===== src/oas_pkg.sv =====
`timescale 1ns / 1ps

package oas_pkg;

  // command codes of the input beat
  typedef enum logic [2:0] {
    CMD_PUSH   = 3'd0,
    CMD_POP    = 3'd1,
    CMD_INSERT = 3'd2,
    CMD_DELETE = 3'd3,
    CMD_REMOVE = 3'd4,
    CMD_FIND   = 3'd5,
    CMD_READ   = 3'd6,
    CMD_UPDATE = 3'd7
  } cmd_e;

  // status codes of the result beat
  typedef enum logic [2:0] {
    ST_OK     = 3'd0,
    ST_RANGE  = 3'd1,
    ST_EMPTY  = 3'd2,
    ST_FULL   = 3'd3,
    ST_ABSENT = 3'd4
  } status_e;

  // memory port controls from the sequencer to the datapath
  typedef struct packed {
    logic we;
    logic re;
    logic wsel_word;
  } mem_ctl_t;

  // one finished result
  typedef struct packed {
    logic        valid;
    status_e     status;
    logic [31:0] answer;
    logic [6:0]  fill;
  } result_t;

endpackage


===== src/oas_dp.sv =====
`timescale 1ns / 1ps

module oas_dp #(
  parameter int DEPTH = 64,
  localparam int AW = $clog2(DEPTH)
) (
  input  logic               clk_i,
  input  oas_pkg::mem_ctl_t  ctl_i,
  input  logic [AW-1:0]      waddr_i,
  input  logic [AW-1:0]      raddr_i,
  input  logic [31:0]        word_i,
  output logic [31:0]        rdata_o,
  output logic               match_o
);

  logic [31:0] mem_q [DEPTH];
  logic [31:0] rdata_q;
  logic [31:0] wdata;

  // write data is either the command word or the element just read
  assign wdata = ctl_i.wsel_word ? word_i : rdata_q;

  // element store, one write and one registered read per cycle
  always_ff @(posedge clk_i) begin
    if (ctl_i.we) begin
      mem_q[waddr_i] <= wdata;
    end
    if (ctl_i.re) begin
      rdata_q <= mem_q[raddr_i];
    end
  end

  // shared compare unit
  assign match_o = (rdata_q == word_i);
  assign rdata_o = rdata_q;

endmodule


===== src/oas_seq.sv =====
`timescale 1ns / 1ps

module oas_seq #(
  parameter int DEPTH = 64,
  localparam int AW = $clog2(DEPTH),
  localparam int CW = $clog2(DEPTH + 1)
) (
  input  logic               clk_i,
  input  logic               rst_ni,
  input  logic               start_i,
  input  logic [2:0]         cmd_i,
  input  logic [5:0]         position_i,
  input  logic [31:0]        word_i,
  output logic               busy_o,
  output oas_pkg::mem_ctl_t  ctl_o,
  output logic [AW-1:0]      waddr_o,
  output logic [AW-1:0]      raddr_o,
  output logic [31:0]        word_o,
  input  logic [31:0]        rdata_i,
  input  logic               match_i,
  output oas_pkg::result_t   result_o
);

  typedef enum logic [3:0] {
    S_IDLE   = 4'b0001,
    S_EXEC   = 4'b0010,
    S_SCAN   = 4'b0100,
    S_RDWAIT = 4'b1000
  } state_e;

  state_e             state_q, state_d;
  oas_pkg::cmd_e      cmd_q;
  logic [5:0]         pos_q;
  logic [31:0]        word_q;
  logic [CW-1:0]      count_q, count_d;
  logic [CW-1:0]      left_q, left_d;
  logic [CW-1:0]      rd_q, rd_d;
  logic [CW-1:0]      pa_q, pa_d;
  logic [CW-1:0]      wp_q, wp_d;
  logic               pend_q, pend_d;

  logic [31:0]        n_ext;
  logic [31:0]        pos_ext;
  logic [31:0]        cnt_ext;
  logic [CW-1:0]      pos_cw;
  logic [CW-1:0]      pa_up;
  logic [CW-1:0]      pa_dn;
  logic               pos_ok;
  logic               full;
  logic               more;

  assign n_ext   = 32'(count_q);
  assign pos_ext = 32'(pos_q);
  assign pos_cw  = pos_ext[CW-1:0];
  assign pos_ok  = pos_ext < n_ext;
  assign full    = n_ext >= 32'(DEPTH);
  assign more    = (left_q != '0);
  assign pa_up   = pa_q + CW'(1);
  assign pa_dn   = pa_q - CW'(1);

  // command beat capture and walk pointer registers
  always_ff @(posedge clk_i) begin
    if (state_q == S_IDLE && start_i) begin
      cmd_q  <= oas_pkg::cmd_e'(cmd_i);
      pos_q  <= position_i;
      word_q <= word_i;
    end
    rd_q <= rd_d;
    pa_q <= pa_d;
    wp_q <= wp_d;
  end

  // control state
  always_ff @(posedge clk_i or negedge rst_ni) begin
    if (!rst_ni) begin
      state_q <= S_IDLE;
      count_q <= '0;
      left_q  <= '0;
      pend_q  <= 1'b0;
    end else begin
      state_q <= state_d;
      count_q <= count_d;
      left_q  <= left_d;
      pend_q  <= pend_d;
    end
  end

  // sequencer: decode, element walk and result
  always_comb begin
    state_d  = state_q;
    count_d  = count_q;
    left_d   = left_q;
    rd_d     = rd_q;
    pa_d     = pa_q;
    wp_d     = wp_q;
    pend_d   = 1'b0;
    ctl_o    = '0;
    waddr_o  = '0;
    raddr_o  = rd_q[AW-1:0];
    result_o = '0;

    unique case (state_q)
      S_IDLE: begin
        if (start_i) begin
          state_d = S_EXEC;
        end
      end

      S_EXEC: begin
        // default: finish now with ok
        state_d         = S_IDLE;
        result_o.valid  = 1'b1;
        result_o.status = oas_pkg::ST_OK;
        unique case (cmd_q)
          oas_pkg::CMD_PUSH: begin
            if (full) begin
              result_o.status = oas_pkg::ST_FULL;
              result_o.answer = n_ext;
            end else begin
              ctl_o.we        = 1'b1;
              ctl_o.wsel_word = 1'b1;
              waddr_o         = count_q[AW-1:0];
              count_d         = count_q + CW'(1);
            end
          end
          oas_pkg::CMD_POP: begin
            if (count_q == '0) begin
              result_o.status = oas_pkg::ST_EMPTY;
              result_o.answer = n_ext;
            end else begin
              count_d = count_q - CW'(1);
            end
          end
          oas_pkg::CMD_INSERT: begin
            if (!pos_ok) begin
              result_o.status = oas_pkg::ST_RANGE;
              result_o.answer = n_ext;
            end else if (full) begin
              result_o.status = oas_pkg::ST_FULL;
              result_o.answer = n_ext;
            end else begin
              result_o.valid = 1'b0;
              state_d        = S_SCAN;
              rd_d           = count_q - CW'(1);
              left_d         = count_q - pos_cw;
            end
          end
          oas_pkg::CMD_DELETE: begin
            if (count_q == '0) begin
              result_o.status = oas_pkg::ST_EMPTY;
              result_o.answer = n_ext;
            end else if (!pos_ok) begin
              result_o.status = oas_pkg::ST_RANGE;
              result_o.answer = n_ext;
            end else begin
              result_o.valid = 1'b0;
              state_d        = S_SCAN;
              rd_d           = pos_cw + CW'(1);
              left_d         = count_q - pos_cw - CW'(1);
            end
          end
          oas_pkg::CMD_REMOVE, oas_pkg::CMD_FIND: begin
            result_o.valid = 1'b0;
            state_d        = S_SCAN;
            rd_d           = '0;
            wp_d           = '0;
            left_d         = count_q;
          end
          oas_pkg::CMD_READ: begin
            if (!pos_ok) begin
              result_o.status = oas_pkg::ST_RANGE;
              result_o.answer = n_ext;
            end else begin
              result_o.valid = 1'b0;
              state_d        = S_RDWAIT;
              ctl_o.re       = 1'b1;
              raddr_o        = pos_ext[AW-1:0];
            end
          end
          oas_pkg::CMD_UPDATE: begin
            if (!pos_ok) begin
              result_o.status = oas_pkg::ST_RANGE;
              result_o.answer = n_ext;
            end else begin
              ctl_o.we        = 1'b1;
              ctl_o.wsel_word = 1'b1;
              waddr_o         = pos_ext[AW-1:0];
            end
          end
        endcase
      end

      S_SCAN: begin
        // issue the next element read
        if (more) begin
          ctl_o.re = 1'b1;
          pend_d   = 1'b1;
          pa_d     = rd_q;
          left_d   = left_q - CW'(1);
          rd_d     = (cmd_q == oas_pkg::CMD_INSERT) ? rd_q - CW'(1) : rd_q + CW'(1);
        end
        if (pend_q) begin
          // handle the element read in the last cycle
          unique case (cmd_q)
            oas_pkg::CMD_INSERT: begin
              ctl_o.we = 1'b1;
              waddr_o  = pa_up[AW-1:0];
            end
            oas_pkg::CMD_DELETE: begin
              ctl_o.we = 1'b1;
              waddr_o  = pa_dn[AW-1:0];
            end
            oas_pkg::CMD_REMOVE: begin
              if (!match_i) begin
                ctl_o.we = 1'b1;
                waddr_o  = wp_q[AW-1:0];
                wp_d     = wp_q + CW'(1);
              end
            end
            oas_pkg::CMD_FIND: begin
              if (match_i) begin
                state_d         = S_IDLE;
                pend_d          = 1'b0;
                left_d          = '0;
                result_o.valid  = 1'b1;
                result_o.status = oas_pkg::ST_OK;
                result_o.answer = 32'(pa_q);
              end
            end
            default: ;
          endcase
        end else if (!more) begin
          // walk done: close out the command
          state_d        = S_IDLE;
          result_o.valid = 1'b1;
          unique case (cmd_q)
            oas_pkg::CMD_INSERT: begin
              ctl_o.we        = 1'b1;
              ctl_o.wsel_word = 1'b1;
              waddr_o         = pos_ext[AW-1:0];
              count_d         = count_q + CW'(1);
              result_o.status = oas_pkg::ST_OK;
            end
            oas_pkg::CMD_DELETE: begin
              count_d         = count_q - CW'(1);
              result_o.status = oas_pkg::ST_OK;
            end
            oas_pkg::CMD_REMOVE: begin
              if (wp_q == count_q) begin
                result_o.status = oas_pkg::ST_ABSENT;
                result_o.answer = n_ext;
              end else begin
                count_d         = wp_q;
                result_o.status = oas_pkg::ST_OK;
              end
            end
            default: begin
              result_o.status = oas_pkg::ST_ABSENT;
              result_o.answer = n_ext;
            end
          endcase
        end
      end

      S_RDWAIT: begin
        state_d         = S_IDLE;
        result_o.valid  = 1'b1;
        result_o.status = oas_pkg::ST_OK;
        result_o.answer = rdata_i;
      end

      default: begin
        state_d = S_IDLE;
      end
    endcase

    cnt_ext       = 32'(count_d);
    result_o.fill = cnt_ext[6:0];
  end

  assign busy_o = (state_q != S_IDLE);
  assign word_o = word_q;

endmodule


===== src/ordered_array_store.sv =====
`timescale 1ns / 1ps

// Ordered store of up to DEPTH signed 32-bit words with a fill count. A command
// beat is taken when start is high and busy is low; busy then stays high until
// the single result beat, which is marked by done_o for one cycle, in the first
// cycle busy is low again; status_o/answer_o/fill_count_o hold it until the next
// result. The receiver cannot stall: done_o is a one-cycle strobe. Push, pop,
// update and every rejected command finish in the execute state; read adds a
// wait state for the registered memory read. Insert, delete, remove and find walk
// the stored elements through the single read port of the element memory, one
// element a cycle: insert walks count - position, delete count - position - 1,
// remove all count elements, find up to and including the first match. The
// longest walk is a remove, or a find with no match, over a full store. The
// element memory needs no clearing after reset; only the fill count and the
// control state are reset.
module ordered_array_store #(
  parameter int DEPTH = 64
) (
  input  logic               clk_i,
  input  logic               rst_ni,
  input  logic               start,
  output logic               busy,
  input  logic [2:0]         cmd_i,
  input  logic [5:0]         position_i,
  input  logic signed [31:0] word_i,
  output logic               done_o,
  output logic [2:0]         status_o,
  output logic signed [31:0] answer_o,
  output logic [6:0]         fill_count_o
);

  localparam int AW = $clog2(DEPTH);

  oas_pkg::mem_ctl_t ctl;
  oas_pkg::result_t  res;
  oas_pkg::result_t  res_q;
  logic [AW-1:0]     waddr;
  logic [AW-1:0]     raddr;
  logic [31:0]       word_q;
  logic [31:0]       rdata;
  logic              match;
  logic              done_q;

  oas_seq #(
    .DEPTH(DEPTH)
  ) u_seq (
    .clk_i      (clk_i),
    .rst_ni     (rst_ni),
    .start_i    (start),
    .cmd_i      (cmd_i),
    .position_i (position_i),
    .word_i     ($unsigned(word_i)),
    .busy_o     (busy),
    .ctl_o      (ctl),
    .waddr_o    (waddr),
    .raddr_o    (raddr),
    .word_o     (word_q),
    .rdata_i    (rdata),
    .match_i    (match),
    .result_o   (res)
  );

  oas_dp #(
    .DEPTH(DEPTH)
  ) u_dp (
    .clk_i   (clk_i),
    .ctl_i   (ctl),
    .waddr_i (waddr),
    .raddr_i (raddr),
    .word_i  (word_q),
    .rdata_o (rdata),
    .match_o (match)
  );

  // result strobe
  always_ff @(posedge clk_i or negedge rst_ni) begin
    if (!rst_ni) begin
      done_q <= 1'b0;
    end else begin
      done_q <= res.valid;
    end
  end

  // result payload
  always_ff @(posedge clk_i) begin
    if (res.valid) begin
      res_q <= res;
    end
  end

  assign done_o       = done_q;
  assign status_o     = res_q.status;
  assign answer_o     = $signed(res_q.answer);
  assign fill_count_o = res_q.fill;

endmodule


===== config.mk =====
export PLATFORM = sky130hd
export DESIGN_NAME = ordered_array_store
export DESIGN_NICKNAME = d
export VERILOG_FILES = /design/src/oas_pkg.sv /design/src/oas_dp.sv /design/src/oas_seq.sv /design/src/ordered_array_store.sv
export SDC_FILE = /design/constraint.sdc
export NUM_CORES = 2
export LEC_CHECK = 0
export BUFFER_PORTS_ARGS = -buffer_cell sky130_fd_sc_hd__buf_2
export CORE_MARGIN = 2
export CORE_UTILIZATION = 35
export CTS_BUF_LIST = sky130_fd_sc_hd__clkbuf_2 sky130_fd_sc_hd__clkbuf_4 sky130_fd_sc_hd__clkbuf_8
export DETAILED_ROUTE_END_ITERATION = 7
export PLACE_DENSITY_LB_ADDON = 0.1
export SYNTH_ARGS = -nofsm -noshare
export SYNTH_HDL_FRONTEND = slang
export SYNTH_SLANG_ARGS = --single-unit

===== constraint.sdc =====
create_clock -name clk_i -period 4.77 [get_ports clk_i]
set_input_delay 0.7155 -clock clk_i [delete_from_list [all_inputs] [get_ports clk_i]]
set_output_delay 0.7155 -clock clk_i [all_outputs]
set_load 0.1 [all_outputs]

After elaboration in Yosys (flattened, before gate mapping)
Memories as Yosys holds them, arrays and structs flattened. A register that Yosys moved wholly into a read port is not among the register bits.
Cells that the tools add are included.
{"block": "totals", "regBits": 124, "mem_bits_rw": 2048, "inputBits": 44, "out_inout_bits": 44, "wordCells": 163, "n_memories": 1}
{"memory": "u_dp.mem_q", "depth": 64, "width": 32, "rd": 1, "rd_ports_with_merged_regs": 1, "wr": 1, "line_no": "oas_dp.sv:16", "rtl": "logic [31:0] mem_q [DEPTH];"}
{"block": "op_classes", "add_sub_neg": 11, "n_lt_le_gt_ge": 2, "n_eq_ne": 28, "n_mux": 94, "reduce_logical": 13}
{"operator": "35-bit case mux with 5 select lines", "count": 1}
{"operator": "7-bit 2-to-1 mux", "count": 24}
{"operator": "36-bit 2-to-1 mux", "count": 4}
{"operator": "36-bit case mux with 3 select lines", "count": 1}
{"operator": "34-bit 2-to-1 mux", "count": 3}
{"operator": "7-bit case mux with 2 select lines", "count": 5}
{"operator": "32-bit case mux with 2 select lines", "count": 1}
{"operator": "7-bit case mux with 3 select lines", "count": 3}
{"operator": "6-bit 2-to-1 mux", "count": 9}
{"operator": "35-bit 2-to-1 mux", "count": 1}
{"operator": "33-bit 2-to-1 mux", "count": 1}
{"operator": "32-bit == test", "count": 1}
{"operator": "32-bit 2-to-1 mux", "count": 1}
{"operator": "4-bit 2-to-1 mux", "count": 8}
{"operator": "7-bit by 1-bit subtractor with 7-bit output (second input constant)", "count": 4}
{"operator": "6-bit case mux with 2 select lines", "count": 2}
{"operator": "7-bit by 1-bit adder with 7-bit output (second input constant)", "count": 3}
{"operator": "1-bit 2-to-1 mux", "count": 19}
{"operator": "6-bit case mux with 3 select lines", "count": 1}
{"operator": "4-bit case mux with 4 select lines", "count": 1}
{"operator": "3-bit == test (second input constant)", "count": 4}
{"operator": "3-bit by 2-bit != test with 1-bit output (second input constant)", "count": 4}
{"operator": "3-bit case mux with 2 select lines", "count": 2}
{"operator": "4-bit case mux with 3 select lines", "count": 1}
{"operator": "other kinds (32)", "count": 44}

Logic depth before layout (Yosys ltp)
{"block": "depth", "word_depth": 7, "ltp_mapped": 19, "mapped_depth_nobuf": 14}

Cells and area by module
From an unflattened synthesis, not the netlist that was laid out.
{"block": "unflattened", "cells_unflattened": 4094, "hier_area_um2": 86807.0}
{"mod": "oas_dp", "n_inst": 1, "cells_each": 3455, "area_per_inst_um2": 79781.5, "seq_area_each_um2": 62459.9}
{"mod": "oas_seq", "n_inst": 1, "cells_each": 596, "area_per_inst_um2": 5739.3, "seq_area_each_um2": 2338.5}
{"mod": "ordered_array_store", "n_inst": 1, "cells_each": 43, "area_per_inst_um2": 1286.2, "seq_area_each_um2": 1286.2}

Worst setup path after synthesis
OpenSTA, ideal clock, no wires.
{"block": "synth_timing", "kind": "flip-flop to flip-flop", "from": "register u_seq.cmd_q[2]", "to": "memory u_dp.mem_q[0][0], enable pin", "setup_time_ns": 0.421, "t_arrival_ns": 4.745, "t_required_ns": 4.349, "slack_ns": -0.396, "path_stages_with_launch": 17, "path_buffers": 2, "period_less_slack_ns": 5.166, "path_cell_list": "edfxtp_1 -> clkbuf_1 -> nor2b_1 -> nand2_1 -> inv_1 -> clkbuf_1 -> ha_1 -> a21o_1 -> a21o_1 -> a21o_1 -> a21oi_1 -> xnor2_1 -> a22oi_1 -> nor2_1 -> a221oi_1 -> nand3_1 -> nor2_1"}
{"block": "synth_via", "elab_chain_cells": 7, "elab_cells_between_ends": 20, "classes_between": "eq/ne (4); mux (14); reduce/logical (2)"}
{"item": "from (decl)", "line_no": "oas_seq.sv:32", "rtl": "oas_pkg::cmd_e cmd_q;"}
{"item": "from (signal assigned)", "line_no": "oas_seq.sv:64", "rtl": "cmd_q <= oas_pkg::cmd_e'(cmd_i);"}
{"item": "3-bit by 2-bit == test with 1-bit output, on equally long branches", "line_no": "oas_seq.sv:204, oas_seq.sv:236"}
{"item": "2-bit OR reduction (no line) / 1-bit 2-to-1 mux (equally long branches)"}
{"item": "1-bit case mux with 2 select lines / 1-bit 2-to-1 mux (equally long branches)", "line_no": "oas_seq.sv:204, oas_seq.sv:232"}
{"item": "1-bit 2-to-1 mux", "line_no": "oas_seq.sv:202", "rtl": "if (pend_q) begin"}
{"item": "3-bit case mux with 2 select lines", "line_no": "oas_seq.sv:102", "rtl": "unique case (state_q)"}
{"item": "1-bit 2-to-1 mux", "line_no": "oas_dp.sv:25", "rtl": "if (ctl_i.we) begin"}
{"item": "1-bit 2-to-1 mux (implied by the code)", "line_no": "oas_dp.sv:26", "rtl": "mem_q[waddr_i] <= wdata;"}
{"item": "to (decl)", "line_no": "oas_dp.sv:16"}
Parallel ways exist; a longest one is shown, timed or not.

Worst setup path in the final report
{"block": "layout_timing", "from": "register u_seq.pos_q[5]", "to": "register u_dp.rdata_q[11], in the netlist u_dp.rdata_o[11] (read register of u_dp.mem_q) (data pin)"}
{"block": "layout_via", "elab_chain_cells": 4, "elab_cells_between_ends": 7, "classes_between": "order compare (1); mux (6)"}
{"item": "from (decl)", "line_no": "oas_seq.sv:33", "rtl": "logic [5:0] pos_q;"}
{"item": "from (signal assigned)", "line_no": "oas_seq.sv:65", "rtl": "pos_q <= position_i;"}
{"item": "6-bit by 7-bit < comparator with 1-bit output", "line_no": "oas_seq.sv:55", "rtl": "assign pos_ok = pos_ext < n_ext;"}
{"item": "1-bit 2-to-1 mux / 6-bit 2-to-1 mux (equally long branches)", "line_no": "oas_seq.sv:170", "rtl": "if (!pos_ok) begin"}
{"item": "1-bit 2-to-1 mux / 6-bit 2-to-1 mux (equally long branches)", "line_no": "oas_seq.sv:114", "rtl": "unique case (cmd_q)"}
{"item": "3-bit case mux with 2 select lines / 6-bit 2-to-1 mux (equally long branches)", "line_no": "oas_seq.sv:102"}
{"item": "to (decl)", "line_no": "oas_dp.sv:17", "rtl": "logic [31:0] rdata_q;"}
Parallel ways exist; a longest one is shown, timed or not.
A chain may end at the register's enable or synchronous reset.

==> run summary <==
====================================================================================================
Post-layout net count                                                                          6,555
RSZ-0062 raised after global routing                                                           false
Crit path max-delay cell type                                                           sky130_fd_sc_hd__o21ai_0
Asr flop ratio synth                                                                          0.907%
Post-synth EDFFs                                                                               2,184
First-iteration detailed-routing DRC count                                                     5,840
Synthesized area                                                                          88,500 um2
Number of buffers between clock root and the deepest sink                                          4
Minimum clock period after layout                                                            4.68 ns
Crit path max-delay family                                                              compound AO/OA/AOI/OAI gates
Number of sinks driven by the clock tree                                                       2,204
Flip-flop cell with the highest count after synthesis                                   sky130_fd_sc_hd__edfxtp_1
Share of power burned in registers                                                             45.1%
Post-detailed-route count of antenna-violating nets                                                0
Detailed-route wire length                                                                    321 mm
Peak clock frequency supported by timing                                                   0.214 GHz
Number of iterations in the first detailed-routing pass                                            6
Final count of negative-setup-slack endpoints                                                      0
Number of vias after detailed routing                                                         55,800
Area used by multi-input combinational logic                                              21,100 um2
Number of distinct standard cells referenced by the synthesized netlist                           81
Post-synth net total                                                                           5,880
Final cell count without fillers                                                              10,100
Total count of hold-check failures in the final report                                             0
Port buffer count                                                                                 87
CP required                                                                                  5.60 ns
Proportion of layout cells with a drive suffix above 1                                         20.8%
Startpoint type of the worst setup path                                                         flop
Slowest cell delay on critical path                                                          0.52 ns
Drt via density                                                                                 5.51
DPL Wire Length                                                                               193 mm
Max-Cap Viols                                                                                      0
Number of primary I/O pins                                                                        88
CP dominant cell by count                                                               sky130_fd_sc_hd__buf_12
Total net switching power                                                                    14.5 mW
H-tree lvl count                                                                                   5
Number of buffers inserted during clock tree synthesis                                           389
Worst slew slack as a fraction of its limit                                                    19.0%
Proportion of power drawn by the clock network                                                 34.3%
Transition time of the tightest slew-check pin                                               1.21 ns
Starting density of the core                                                                   35.2%
Worst setup path category                                                               flop to flop
Cell chain of the critical path                                                         inv_1 > ha_1 > nand4b_1 > o2111a_1 > o211a_4 > buf_12 > mux2i_4 > buf_12 > buf_12 > buf_12 > buf_4 > mux2i_1 > o22ai_1 > nor4_1 > o21ai_0 > nand3_1 > buf_12 > o41ai_2
Total number of yosys warnings                                                                     0
Combinational share of power                                                                   20.6%
First-pass GRT wire length                                                                    443 mm
Total power                                                                                  48.3 mW
Routed wire length per instance                                                              31.7 um
Result of the run                                                                       complete, no violations
Power density normalized to cell area                                                     458 nW/um2
Combined flip-flop and latch cell area                                                    66,100 um2
Row cnt                                                                                          184
Die Ht                                                                                        507 um
Clock-pin slew reported for the worst setup and hold paths after clock tree synthesis        0.07 ns
Final weighted congestion of routability-driven global placement                               0.839
Mean area per synthesized cell                                                              15.2 um2
Worst Setup End Kind                                                                            flop
Synthesized instance count                                                                     5,809
Worst setup skew after layout                                                              0.0977 ns
Antenna violations before repair                                                                  20
Internal                                                                                     33.8 mW
Most frequent cells in the layout                                                       sky130_fd_sc_hd__edfxtp_1, sky130_fd_sc_hd__nand2_1, sky130_fd_sc_hd__clkbuf_8, sky130_fd_sc_hd__mux2i_1, sky130_fd_sc_hd__buf_4
Vias in the first global route                                                                55,100
Die X                                                                                         507 um
Post-placement cell count                                                                      9,391
Final-layout fill cell count                                                                  23,000
Post-synthesis sequential element count                                                        2,204
Total routing resource utilization after global routing                                        24.6%
Worst Path Arrival                                                                           5.51 ns
Maximum number of pins on one net before global-route repair                                      66
Clock latency reported for the late side of the worst-skew pair                              1.10 ns
Area inside the core boundary                                                            251,000 um2
Final Slew Violations                                                                              0
CTS tree                                                                                       built
Fraction of power spent switching nets                                                         30.1%
Area growth from synthesis to layout                                                           19.1%
Most common library cell in the layout ignoring fill and taps                           sky130_fd_sc_hd__edfxtp_1
Number of design rule violations left after detail routing                                         0
Total Die Area                                                                           257,000 um2
Final worst-path cycle share                                                                   98.2%
Bufs and invs on worst path                                                                        7
Clock Root Buffer                                                                       sky130_fd_sc_hd__clkbuf_8
Max VDD drop                                                                                0.220 mV
Overall overflow remaining after global route                                                      0
Sequential-to-total area share from yosys stat                                                 74.6%
Hold/Removal Path Class                                                                 input port to async pin
Cell leakage power                                                                           35.8 nW
Crit-path max FO                                                                                  20
====================================================================================================
## routing by layer
layer	global-route usage, %	up-vias	share of wire, %
li1	-	23900	-
met1	33.8	29400	43
met2	40.0	2062	48
met3	3.79	470	6.2
met4	7.62	2	3.2
met5	0	-	0.0040
## cell usage after synthesis, drive strengths merged, types with 62 or more instances
| library cell | number | area share, % |
|---|---|---|
| nand2 | 1056 | 4.5 |
| o221ai | 129 | 1.3 |
| o22ai | 99 | 0.70 |
| nor3 | 66 | 0.37 |
| o21ai | 86 | 0.49 |
| a21oi | 317 | 1.8 |
| edfxtp | 2184 | 74 |
| mux2i | 396 | 4.5 |
| mux4 | 70 | 1.8 |
| a31oi | 95 | 0.70 |
| buf | 222 | 1.6 |
| nand3 | 242 | 1.4 |
| nor2 | 128 | 0.54 |
| xnor2 | 62 | 0.61 |
| clkbuf | 138 | 0.59 |
## power by group through the flow
stage	sequential (mW)	combinational, mW	clock (mW)
global placement	22.2	9.81	0
detailed placement	22.2	9.81	0
global route	21.8	10.5	17.8
finish	21.8	9.94	16.6
CTS	21.8	9.92	17.0
floorplan	22.4	5.01	0
## worst paths after layout
kind	from	endpoint	slack [ns]	depth (start not counted)
worst max register to register	u_seq.pos_q[5]	u_dp.rdata_o[11]	0.09	18
worst min-delay path	rst_ni	u_seq.count_q[0]	0.16	2
max in group asynchronous	rst_ni	u_seq.state_q[3]	4.19	2
min in group clk_i	word_i[14]	u_seq.word_o[14]	0.33	2
worst min register to register	u_seq.rd_q[6]	u_seq.pa_q[6]	0.49	0
worst max-delay path	u_seq.pos_q[5]	u_dp.rdata_o[11]	0.09	18
## sequential cells by signal (all words and copies together) (netlist names), 7 cells and up
register,flops
u_dp.mem_q,2048
answer_o,32
u_dp.rdata_o,32
u_seq.word_o,32
fill_count_o,7
u_seq.count_q,7
u_seq.left_q,7
u_seq.pa_q,7
u_seq.rd_q,7
u_seq.wp_q,7
## metrics by stage
stage	TNS (ns)	cell area, um2	setup slack, ns	hold WS [ns]	utilization (%)
CTS	0	105000	0.00451	0.105	41.9
global placement	-0.719	97600	-0.379	0.458	38.8
detailed placement	-0.736	97600	-0.353	0.473	38.8
finish	0	105000	0.0874	0.164	41.9
floorplan	-359.57	88500	-0.396	0.420	-
global route	0	105000	0.0104	0.146	41.9
## logic make-up (layout without fill, tap and decap cells)
| logic type | Yosys count | count (layout) | synth area share (%) |
|---|---|---|---|
| other | 0 | 14 | 0 |
| xor gates and xnor gates | 77 | 77 | 0.762 |
| buffers and inverters | 392 | 1351 | 2.35 |
| AOI/OAI and AO/OA | 908 | 908 | 6.78 |
| and+or+nand+nor | 1697 | 1697 | 8.28 |
| DFF | 2204 | 2204 | 74.6 |
| muxes | 504 | 504 | 6.78 |
| adders and majority gates | 27 | 27 | 0.407 |
## cell type report
| cell class | count | share of cell area, % |
|---|---|---|
| flip-flops and latches | 2204 | 62.7 |
| multi-input cells | 3213 | 20.0 |
| repair buffers | 644 | 6.36 |
| clock buffers | 525 | 6.09 |
| well taps | 3348 | 3.97 |
| clock inverters | 150 | 0.710 |
| inverters | 32 | 0.114 |
| diodes | 14 | 0.0332 |
## repair_timing
item | in CTS | in global routing
setup endpoints to repair | 8 | 77
hold endpoints to repair | 63 | 0
hold buffers | 43 | 0
buffers inserted | 0 | 6
gates cloned | 1 | 0
pin swaps | 0 | 3
gates resized for setup | 12 | 11
Power figures use the tool's default switching activity.
